===== src/hw/rtl/tes_pkg.sv =====
// ---------------------------------------------------------------------------
// tes_pkg
// Widths and constants of the truncated exponential series block.
// ---------------------------------------------------------------------------
`timescale 1ns / 1ps
`default_nettype none

package tes_pkg;

  // Series limits
  localparam int MAX_TERMS  = 12;
  localparam int FRAC_BITS  = 24;

  // Field widths
  localparam int BASE_W     = 7;
  localparam int COUNT_W    = 4;
  localparam int SUM_W      = 57;

  // Base clamp and magnitude
  localparam int BASE_LIMIT = 32;
  localparam int MAG_W      = 6;

  // |x|^k for k up to MAX_TERMS, and 12! (479001600)
  localparam int PW_W       = MAX_TERMS * (MAG_W - 1) + 1;
  localparam int FAC_W      = 29;

  // Divider: dividend is |x|^k with FRAC_BITS zeros below
  localparam int DIV_W      = PW_W + FRAC_BITS;
  localparam int DCNT_W     = $clog2(DIV_W);

  // Multiply step counter
  localparam int MCNT_W     = $clog2(MAG_W);

endpackage

`default_nettype wire


===== src/hw/rtl/tes_divider.sv =====
// ---------------------------------------------------------------------------
// tes_divider
// Bit-serial restoring divider: one quotient bit per cycle, MSB first.
// ---------------------------------------------------------------------------
`timescale 1ns / 1ps
`default_nettype none

module tes_divider (
  input  logic                        clk,
  input  logic                        rst_n,
  input  logic                        start,
  input  logic [tes_pkg::DIV_W-1:0]   dividend,
  input  logic [tes_pkg::FAC_W-1:0]   divisor,
  output logic                        busy,
  output logic [tes_pkg::DIV_W-1:0]   quotient
);

  logic [tes_pkg::DIV_W-1:0]  quo_r, quo_nxt;
  logic [tes_pkg::FAC_W-1:0]  rem_r, rem_nxt;
  logic [tes_pkg::FAC_W-1:0]  dvs_r, dvs_nxt;
  logic [tes_pkg::DCNT_W-1:0] cnt_r, cnt_nxt;
  logic                       busy_r, busy_nxt;
  logic [tes_pkg::FAC_W+1:0]  trial;
  logic                       borrow;

  // Trial subtract of the divisor from the shifted partial remainder
  assign trial  = {1'b0, rem_r, quo_r[tes_pkg::DIV_W-1]} - {2'b00, dvs_r};
  assign borrow = trial[tes_pkg::FAC_W+1];

  always_comb begin
    quo_nxt  = quo_r;
    rem_nxt  = rem_r;
    dvs_nxt  = dvs_r;
    cnt_nxt  = cnt_r;
    busy_nxt = busy_r;
    if (start) begin
      quo_nxt  = dividend;
      rem_nxt  = '0;
      dvs_nxt  = divisor;
      cnt_nxt  = tes_pkg::DCNT_W'(tes_pkg::DIV_W - 1);
      busy_nxt = 1'b1;
    end else if (busy_r) begin
      // dividend bits leave at the top, quotient bits enter at the bottom
      if (borrow) begin
        rem_nxt = {rem_r[tes_pkg::FAC_W-2:0], quo_r[tes_pkg::DIV_W-1]};
      end else begin
        rem_nxt = trial[tes_pkg::FAC_W-1:0];
      end
      quo_nxt = {quo_r[tes_pkg::DIV_W-2:0], ~borrow};
      cnt_nxt = cnt_r - 1'b1;
      if (cnt_r == '0) begin
        busy_nxt = 1'b0;
      end
    end
  end

  always_ff @(posedge clk) begin
    if (!rst_n) begin
      busy_r <= 1'b0;
      cnt_r  <= '0;
    end else begin
      busy_r <= busy_nxt;
      cnt_r  <= cnt_nxt;
    end
  end

  // Datapath
  always_ff @(posedge clk) begin
    quo_r <= quo_nxt;
    rem_r <= rem_nxt;
    dvs_r <= dvs_nxt;
  end

  assign busy     = busy_r;
  assign quotient = quo_r;

endmodule

`default_nettype wire


===== src/hw/rtl/truncated_exp_series.sv =====
// ---------------------------------------------------------------------------
// truncated_exp_series
// Partial sum 1 + x + ... + x^n/n! in signed Q32.24, each term truncated; n = 0 gives zero.
// ---------------------------------------------------------------------------
// Channel   Dir   Ports                                  Handshake
// input     in    in_base_value, in_term_count           in_valid / in_stall
// result    out   out_series_sum                         out_valid / out_stall
//
// Counts 0 and 1 skip the term loop: the request goes straight to the finish state.
// Each further term takes 6 shift-add steps for |x|^k and k!, 85 steps of the
// bit-serial divider and one accumulate; one request is in work at a time.
// Reset clears the control state only; no clearing pass is needed.
// A held result sits in the output register while the next request is taken.
// ---------------------------------------------------------------------------
`timescale 1ns / 1ps
`default_nettype none

module truncated_exp_series (
  input  logic                                clk,
  input  logic                                rst_n,
  input  logic                                in_valid,
  output logic                                in_stall,
  input  logic signed [tes_pkg::BASE_W-1:0]   in_base_value,
  input  logic        [tes_pkg::COUNT_W-1:0]  in_term_count,
  output logic                                out_valid,
  input  logic                                out_stall,
  output logic signed [tes_pkg::SUM_W-1:0]    out_series_sum
);

  localparam logic [1:0] ST_IDLE = 2'd0;
  localparam logic [1:0] ST_MUL  = 2'd1;
  localparam logic [1:0] ST_DIV  = 2'd2;
  localparam logic [1:0] ST_FIN  = 2'd3;

  localparam logic signed [tes_pkg::BASE_W-1:0] BASE_HI =
    tes_pkg::BASE_W'(tes_pkg::BASE_LIMIT);
  localparam logic signed [tes_pkg::BASE_W-1:0] BASE_LO =
    tes_pkg::BASE_W'(-tes_pkg::BASE_LIMIT);
  localparam logic [tes_pkg::COUNT_W-1:0] COUNT_MAX =
    tes_pkg::COUNT_W'(tes_pkg::MAX_TERMS);

  logic [1:0]                   state_r, state_nxt;
  logic [tes_pkg::MAG_W-1:0]    mag_r, mag_nxt;
  logic                         neg_r, neg_nxt;
  logic [tes_pkg::COUNT_W-1:0]  n_r, n_nxt;
  logic [tes_pkg::COUNT_W-1:0]  k_r, k_nxt;
  logic [tes_pkg::PW_W-1:0]     pw_r, pw_nxt;
  logic [tes_pkg::FAC_W-1:0]    fac_r, fac_nxt;
  logic [tes_pkg::PW_W-1:0]     prod_r, prod_nxt;
  logic [tes_pkg::FAC_W-1:0]    facp_r, facp_nxt;
  logic [tes_pkg::MCNT_W-1:0]   mcnt_r, mcnt_nxt;
  logic [tes_pkg::SUM_W-1:0]    sum_r, sum_nxt;
  logic                         out_valid_r, out_valid_nxt;
  logic [tes_pkg::SUM_W-1:0]    out_sum_r, out_sum_nxt;

  logic signed [tes_pkg::BASE_W-1:0] x_sat;
  logic        [tes_pkg::BASE_W-1:0] x_abs;
  logic        [tes_pkg::COUNT_W-1:0] n_sat;
  logic signed [tes_pkg::BASE_W:0]   x_p1;
  logic        [tes_pkg::SUM_W-1:0]  sum_init;
  logic        [tes_pkg::MAG_W-1:0]  k_ext;
  logic        [tes_pkg::PW_W-1:0]   prod_step;
  logic        [tes_pkg::FAC_W-1:0]  facp_step;
  logic        [tes_pkg::SUM_W-1:0]  term;
  logic                              div_start;
  logic                              div_busy;
  logic        [tes_pkg::DIV_W-1:0]  div_quo;

  // Clamp the request fields
  always_comb begin
    if (in_base_value > BASE_HI) begin
      x_sat = BASE_HI;
    end else if (in_base_value < BASE_LO) begin
      x_sat = BASE_LO;
    end else begin
      x_sat = in_base_value;
    end
    n_sat = (in_term_count > COUNT_MAX) ? COUNT_MAX : in_term_count;
  end

  assign x_abs    = x_sat[tes_pkg::BASE_W-1] ? -x_sat : x_sat;
  assign x_p1     = {x_sat[tes_pkg::BASE_W-1], x_sat} + 1'sb1;
  assign sum_init = {{(tes_pkg::SUM_W-tes_pkg::BASE_W-1){x_p1[tes_pkg::BASE_W]}}, x_p1}
                    << tes_pkg::FRAC_BITS;

  // Shift-add step, MSB first: |x|^k = |x|^(k-1) * |x| and k! = (k-1)! * k
  assign k_ext     = {{(tes_pkg::MAG_W-tes_pkg::COUNT_W){1'b0}}, k_r};
  assign prod_step = {prod_r[tes_pkg::PW_W-2:0], 1'b0} + (mag_r[mcnt_r] ? pw_r : '0);
  assign facp_step = {facp_r[tes_pkg::FAC_W-2:0], 1'b0} + (k_ext[mcnt_r] ? fac_r : '0);

  assign div_start = (state_r == ST_MUL) && (mcnt_r == '0);
  assign term      = div_quo[tes_pkg::SUM_W-1:0];

  tes_divider u_div (
    .clk      (clk),
    .rst_n    (rst_n),
    .start    (div_start),
    .dividend ({prod_step, {tes_pkg::FRAC_BITS{1'b0}}}),
    .divisor  (facp_step),
    .busy     (div_busy),
    .quotient (div_quo)
  );

  // Sequencer
  always_comb begin
    state_nxt     = state_r;
    mag_nxt       = mag_r;
    neg_nxt       = neg_r;
    n_nxt         = n_r;
    k_nxt         = k_r;
    pw_nxt        = pw_r;
    fac_nxt       = fac_r;
    prod_nxt      = prod_r;
    facp_nxt      = facp_r;
    mcnt_nxt      = mcnt_r;
    sum_nxt       = sum_r;
    out_valid_nxt = out_valid_r;
    out_sum_nxt   = out_sum_r;

    if (out_valid_r && !out_stall) begin
      out_valid_nxt = 1'b0;
    end

    case (state_r)
      ST_IDLE: begin
        if (in_valid) begin
          mag_nxt  = x_abs[tes_pkg::MAG_W-1:0];
          neg_nxt  = x_sat[tes_pkg::BASE_W-1];
          n_nxt    = n_sat;
          k_nxt    = tes_pkg::COUNT_W'(2);
          pw_nxt   = tes_pkg::PW_W'(x_abs);
          fac_nxt  = tes_pkg::FAC_W'(1);
          prod_nxt = '0;
          facp_nxt = '0;
          mcnt_nxt = tes_pkg::MCNT_W'(tes_pkg::MAG_W - 1);
          sum_nxt  = (n_sat == '0) ? '0 : sum_init;
          state_nxt = (n_sat > tes_pkg::COUNT_W'(1)) ? ST_MUL : ST_FIN;
        end
      end
      ST_MUL: begin
        prod_nxt = prod_step;
        facp_nxt = facp_step;
        if (mcnt_r == '0) begin
          pw_nxt    = prod_step;
          fac_nxt   = facp_step;
          state_nxt = ST_DIV;
        end else begin
          mcnt_nxt = mcnt_r - 1'b1;
        end
      end
      ST_DIV: begin
        if (!div_busy) begin
          // odd powers of a negative base subtract
          sum_nxt = (neg_r && k_r[0]) ? sum_r - term : sum_r + term;
          if (k_r == n_r) begin
            state_nxt = ST_FIN;
          end else begin
            k_nxt     = k_r + 1'b1;
            prod_nxt  = '0;
            facp_nxt  = '0;
            mcnt_nxt  = tes_pkg::MCNT_W'(tes_pkg::MAG_W - 1);
            state_nxt = ST_MUL;
          end
        end
      end
      ST_FIN: begin
        if (!out_valid_r || !out_stall) begin
          out_sum_nxt   = sum_r;
          out_valid_nxt = 1'b1;
          state_nxt     = ST_IDLE;
        end
      end
      default: begin
        state_nxt = ST_IDLE;
      end
    endcase
  end

  // Control state
  always_ff @(posedge clk) begin
    if (!rst_n) begin
      state_r     <= ST_IDLE;
      out_valid_r <= 1'b0;
      mcnt_r      <= '0;
      k_r         <= '0;
      n_r         <= '0;
    end else begin
      state_r     <= state_nxt;
      out_valid_r <= out_valid_nxt;
      mcnt_r      <= mcnt_nxt;
      k_r         <= k_nxt;
      n_r         <= n_nxt;
    end
  end

  // Datapath
  always_ff @(posedge clk) begin
    mag_r     <= mag_nxt;
    neg_r     <= neg_nxt;
    pw_r      <= pw_nxt;
    fac_r     <= fac_nxt;
    prod_r    <= prod_nxt;
    facp_r    <= facp_nxt;
    sum_r     <= sum_nxt;
    out_sum_r <= out_sum_nxt;
  end

  assign in_stall       = (state_r != ST_IDLE);
  assign out_valid      = out_valid_r;
  assign out_series_sum = out_sum_r;

endmodule

`default_nettype wire


===== config.mk =====
export PLATFORM = sky130hd
export DESIGN_NAME = truncated_exp_series
export DESIGN_NICKNAME = d
export VERILOG_FILES = /design/src/hw/rtl/tes_pkg.sv /design/src/hw/rtl/tes_divider.sv /design/src/hw/rtl/truncated_exp_series.sv
export SDC_FILE = /design/constraint.sdc
export NUM_CORES = 1
export LEC_CHECK = 0
export ABC_AREA = 1
export BUFFER_PORTS_ARGS = -buffer_cell sky130_fd_sc_hd__clkbuf_2
export CAP_MARGIN = 15
export CORE_ASPECT_RATIO = 1.4
export CORE_MARGIN = 10
export CORE_UTILIZATION = 46
export DETAILED_ROUTE_END_ITERATION = 10
export GPL_TIMING_DRIVEN = 0
export PLACE_DENSITY = 0.65
export SYNTH_ARGS = -nofsm -noshare
export SYNTH_HDL_FRONTEND = slang
export SYNTH_SLANG_ARGS = --single-unit

===== constraint.sdc =====
create_clock -name clk -period 7.2 [get_ports clk]
set_clock_uncertainty 0.2 [all_clocks]
set_input_delay 0.36 -clock clk [delete_from_list [all_inputs] [get_ports clk]]
set_output_delay 0.36 -clock clk [all_outputs]
set_load 0.02 [all_outputs]

# Yosys cells after proc, flatten, opt, wreduce, memory -nomap -nowiden
# Index checks and enable logic that the tools add are counted.
# word_totals
word_cells	127
regBits	464
mem_count	0
latchBits	0
input_bits	15
ram_bits	0
mem_bits_ro	0
# classes
bitwise	2
n_mux	56
order_cmp	5
reduce_logical	24
n_shift	0
n_mul	0
add_sub_neg	10
n_div	0
n_eq_ne	10
# ops
cell	count
$mux 57	4
$mux 61	3
$mux 60	3
$pmux 60 s3	1
$mux 85	2
$pmux 61 s2	1
$mux 29	4
$pmux 57 s2	1
$mux 28	3
$pmux 28 s3	1
$add 61x61->61	1
$pmux 29 s2	1
$add 57x57->57	1
$sub 57x57->57	1
$mux 7	5
$sub 30x29->31	1
$add 29x29->29	1
$mux 4	4
$mux 2	6
$mux 3	4
$reduce_and 4->1	3
$ne 2x2->1 const B	5
$pmux 3 s3	1
$add 7x2->8 const B	1
other kinds (31)	49

# Logic depth before layout (Yosys ltp)
# logic_depth
ltp_word	7
mapped_depth	25
depth_no_buf	25

# Modules after synthesis
# Synthesis repeated with hierarchy kept, for this count alone.
# unflattened
cells_unflattened	4942
hier_area_um2	34130.2
# by_module_without_submodules
mod	instances	cells_per_inst	area_each_um2	seq_area_each_um2
truncated_exp_series	1	3788	25498.2	9258.9
tes_divider	1	1154	8632.0	4164.0

# Least setup slack after synthesis
# No wires, ideal clock.
# synth_timing
path_type	register -> register
startpoint	reg k_r[0] in the netlist's numbering
endpoint	reg mcnt_r[2] in the netlist's numbering
synth_period_minus_slack_ns	5.423
arrival_ns	5.099
path_buffers	0
required_ns	6.876
setup_slack_ns	1.777
stages_incl_launch_ff	10
path_cell_list	dfxtp_1 inv_1 nor2_1 nor2_1 nand4_1 nand2_1 nor2_1 nand2_1 nand2_1 a21oi_1
# synth_via
elab_chain_cells	3
# synth_lines
item	line_no	text
start, declared	truncated_exp_series.sv:46	logic [tes_pkg::COUNT_W-1:0] k_r, k_nxt;
start signal, assigned	truncated_exp_series.sv:191	k_r <= k_nxt;
$eq 4x4->1	truncated_exp_series.sv:155	if (k_r == n_r) begin
$ne 2x2->1 (no line)	-	
$reduce_and 5->1 (no line)	-	
end signal, assigned	truncated_exp_series.sv:190	mcnt_r <= mcnt_nxt;
end, declared	truncated_exp_series.sv:51	logic [tes_pkg::MCNT_W-1:0] mcnt_r, mcnt_nxt;
# No other way between the ends.
# A chain may end at the register's enable or synchronous reset.

# Worst setup path in the final report
# layout_timing
startpoint	reg u_div.quo_r (netlist bit u_div.quotient[0])
endpoint	reg sum_r[46] in the netlist's numbering, data pin
# layout_via
elab_chain_cells	4
# layout_lines
item	line_no	text
start, declared	tes_divider.sv:18	logic [tes_pkg::DIV_W-1:0] quo_r, quo_nxt;
start signal, assigned	tes_divider.sv:69	quo_r <= quo_nxt;
$add 57x57->57 or $sub 57x57->57 (tied branches)	truncated_exp_series.sv:154	sum_nxt = (neg_r && k_r[0]) ? sum_r - term : sum_r + term;
$mux 57 (*)	truncated_exp_series.sv:154	
$mux 57 (*)	truncated_exp_series.sv:152	if (!div_busy) begin
$pmux 57 s2 (*)	truncated_exp_series.sv:124	case (state_r)
net sum_nxt, one bit	truncated_exp_series.sv:52	logic [tes_pkg::SUM_W-1:0] sum_r, sum_nxt;
end signal, assigned	truncated_exp_series.sv:204	sum_r <= sum_nxt;
end, declared	truncated_exp_series.sv:52	
# Mark *: on every way through the listed nets, which the timed path passes. The rest lies on a longest branch. The select of a mux whose other input is x is not followed.

==> results by group <==
Outcome
  – Outcome: finished clean

Floorplan
  – # IOs: between 70 and 80
  – Full die area: 82800 µm²
  – # rows: between 100 and 150
  – Die X: 246 µm
  – Die height: about 340 µm
  – Core ar.: 70600 µm²
  – Initial Util: a little under half

Final layout
  – Share of cells above drive strength 1: 4.09%
  – Highest-count cells in the layout ignoring fill and taps: 1580 x nand2_1, 855 x inv_1, 585 x nor2_1
  – Diode count: 0
  – Final nets: approximately 5100
  – Synthesis-to-finish area growth: 11.1%
  – Commonest non-fill, non-tap cell in the layout: nand2_1

Placed design
  – Gpl congestion: 0.971
  – Final HPWL from detailed placement: a little over 90000 µm
  – Port bufs: 72

Setup path
  – WP data required: about 7400 ps
  – Arr. time, crit path: about 5600 ps
  – Critical path, cell by cell: inv_1 -> ha_1 -> nand3_1 -> nor2_1 -> nand2_1 -> nor2_1 -> inv_1 -> o21ai_0 -> xor2_1 -> ha_1 -> nand2_1 -> nor2_1 -> nand2_1 -> nor2_1 -> nand3_1 -> nand3_1 -> nand2_1 -> nand3_1 -> nand2_1
  – Critical Path Source Type: flop
  – Max incr delay on CP: approximately 440 ps
  – Slowest-stage cell, CP: nor2_1
  – CP Capture Type: flop
  – Max Fanout on Critical Path: 5
  – Buffers and inverters on the worst path: 2
  – Worst setup path class: flop to flop
  – Worst path top cell family by delay: simple AND/OR/NAND/NOR gates
  – CP dominant cell by count: nand2_1

Timing
  – RSZ-0062 raised after global routing: no
  – Final setup viols: 0
  – Sum Neg Setup Slack: 0 ps
  – Post-layout minimum cycle time: roughly 5400 ps
  – Max Fclk: around 0.19 GHz
  – Final hold viol count: 0
  – Fin crit share: 75.0%
  – Slew margin rel.: 33.3%
  – Worst slew pin tran: around 1000 ps
  – Max Slew Vio Count: 0

Power and ir drop
  – Power per Cell Area: 459 nW/µm²
  – Final Power: 16800 µW
  – LEAKAGE: 0.0182 µW
  – Peak supply drop: 0.000275 V

Clocking
  – Setup bufs post-CTS: 0
  – Clock Pin Slew Worst Setup and Hold Paths: 60 ps
  – Root buffer cell: clkbuf_16
  – CTS H-tree depth: 2
  – Worst-Skew Late Latency: 640 ps
  – CTS buffer count: 50
  – Clock tree buffer depth: 3
  – Resized cells post-CTS: 0
  – Clk sinks: ~460
  – CTS tree: done

GRT
  – Number of global-route vias before repair: 29900
  – Total grt overflow: 0
  – Total Routing Usage GR: 27.0%
  – Global-route wire length before repair: between 150000 and 200000 µm
  – Initial antenna violation count: 0
  – Pin count of the biggest net entering global routing: 67

Logic synthesis
  – Syn_area_per_cell: 6.96 µm²
  – Cell count after synthesis: about 4700
  – #FFs+latches synth: 464
  – Synth cell types: 43
  – Post-Syn Area: roughly 33000 µm²
  – Syn nets: 4927
  – Ys Warns: 0
  – Post-synthesis sequential area ratio: between 40% and 50%

Drt
  – Vias per cell: 5.11
  – DR iter-0 viols: 1778
  – DRC viols: 0
  – Final ANT Viol Nets: 0
  – Wire length per cell: 19.2 µm
  – Overall routed net length: 112000 µm
  – Detailed-route via count: 29900
  – 1st-pass router iterations: 6

Run
  – Max-cap viol count: 0

Hold path
  – Hold crit path type: primary input to flop
-- final cells by class --
| type | count | area (µm²) |
|---|---|---|
| fill | 7200 | 34100 |
| multi-input combinational | 3334 | 16200 |
| sequential | 464 | 13200 |
| inverter | 865 | 3250 |
| clock buffer | 59 | 1320 |
| tap | 936 | 1170 |
| timing repair buffer | 94 | 696 |
| clock inverter | 35 | 424 |
| buffer | 66 | 288 |
-- worst register-to-register path, stage by stage, from the launching register on --
cell	delay, ps
dfxtp_1	340
inv_1	110
ha_1	340
nand3_1	420
nor2_1	350
nand2_1	130
nor2_1	440
inv_1	230
o21ai_0	350
xor2_1	140
ha_1	390
nand2_1	110
nor2_1	270
nand2_1	190
nor2_1	380
nand3_1	350
nand3_1	200
nand2_1	60
nand3_1	80
nand2_1	60
-- through the flow --
stage               area [µm²]  hold slack (ps)  instances  utilization, %  setup WS [ps]
floorplan                32900              226       4729               -           1780
global placement         34400              243       5737            48.7          -1680
detailed placement       34600              244       5745            49.0           2010
CTS                      36500              119       5852            51.7           1980
global route             36500              158       5853            51.7           1570
finish                   36500              167       5853            51.7           1800
-- cell families after synthesis --
group           after synthesis  synth area share [%]
simple gates               2588                  31.7
buf+inv                     931                  10.7
flops                       464                  40.1
compound gates              447                  7.33
fa+ha+maj                   183                  7.05
xor+xnor                    116                  3.09
-- sequential cells by signal, summed over array words and instances, names as in the netlist --
| name | count |
|---|---|
| pw_r | 61 |
| prod_r | 60 |
| state_r | 2 |
| fac_r | 29 |
| u_div.dvs_r | 29 |
| u_div.quotient | 85 |
| u_div.cnt_r | 7 |
| mag_r | 6 |
| n_r | 4 |
| neg_r | 1 |
| k_r | 4 |
| u_div.busy | 1 |
| sum_r | 57 |
| u_div.rem_r | 29 |
| out_valid | 1 |
| mcnt_r | 3 |
| facp_r | 28 |
| out_series_sum | 57 |
-- routing by layer --
metal	global-route usage, %	routed length, µm	part of all wire [%]
met4	20.4	9540	8.5
met3	2.75	3990	3.6
met5	0	0	0
met2	51.1	58700	52
met1	26.6	39900	36
-- cells in the mapped netlist (all sizes together) --
| cell | n | area, µm² |
|---|---|---|
| nand2 | 1581 | 5930 |
| inv | 863 | 3240 |
| nor2 | 587 | 2210 |
| edfxtp | 389 | 11700 |
| nand3 | 258 | 1290 |
| a21oi | 201 | 1010 |
| ha | 179 | 2240 |
| o21ai | 157 | 790 |
| dfxtp | 75 | 1500 |
| xor2 | 70 | 613 |
| nor3 | 53 | 282 |
| clkbuf | 47 | 176 |
| xnor2 | 46 | 403 |
| o22ai | 43 | 269 |
| nand4 | 38 | 238 |
| nand3b | 27 | 203 |
| o21bai | 24 | 180 |
| and2 | 19 | 119 |
| buf | 19 | 108 |
| nor4 | 11 | 68.8 |
| or2 | 7 | 43.8 |
| o21a | 5 | 37.5 |
| fa | 4 | 80.1 |
| o211ai | 4 | 30.0 |
| a21boi | 3 | 22.5 |
| a31oi | 3 | 18.8 |
| nor3b | 3 | 22.5 |
| a211oi | 2 | 15.0 |
| and3 | 2 | 12.5 |
| clkinv | 2 | 7.51 |
| nand2b | 2 | 12.5 |
| o31ai | 2 | 15.0 |
| a41oi | 1 | 8.76 |
| o2111ai | 1 | 8.76 |
| o32ai | 1 | 8.76 |
-- timing repair --
action                                  in CTS  in global routing
hold buffers                                13                  0
endpoints found under the setup margin       0                  0
hold endpoints to repair                    17                  0
-- power by group --
part           switching, µW  internal (µW)  total, µW
clock network           1180           1570       2760
registers                348           4030       4380
logic                   6920           2700       9620
total                   8450           8300      16800
-- path summary, 6_finish.rpt --
kind / cells past startpoint / from / end / slack [ps]
worst max-delay path: 19 / u_div.quotient[0]$_SDFFE_PP0P_ / sum_r[46]$_DFFE_PP_ / 1800
worst min-delay path: 3 / in_base_value[5] / mag_r[5]$_DFFE_PP_ / 170
worst max register to register: 19 / u_div.quotient[0]$_SDFFE_PP0P_ / sum_r[46]$_DFFE_PP_ / 1800
worst min register to register: 0 / sum_r[0]$_SDFFCE_PN0P_ / out_series_sum[0]$_DFFE_PP_ / 250
No activity file was read; power rests on OpenSTA's default activity.
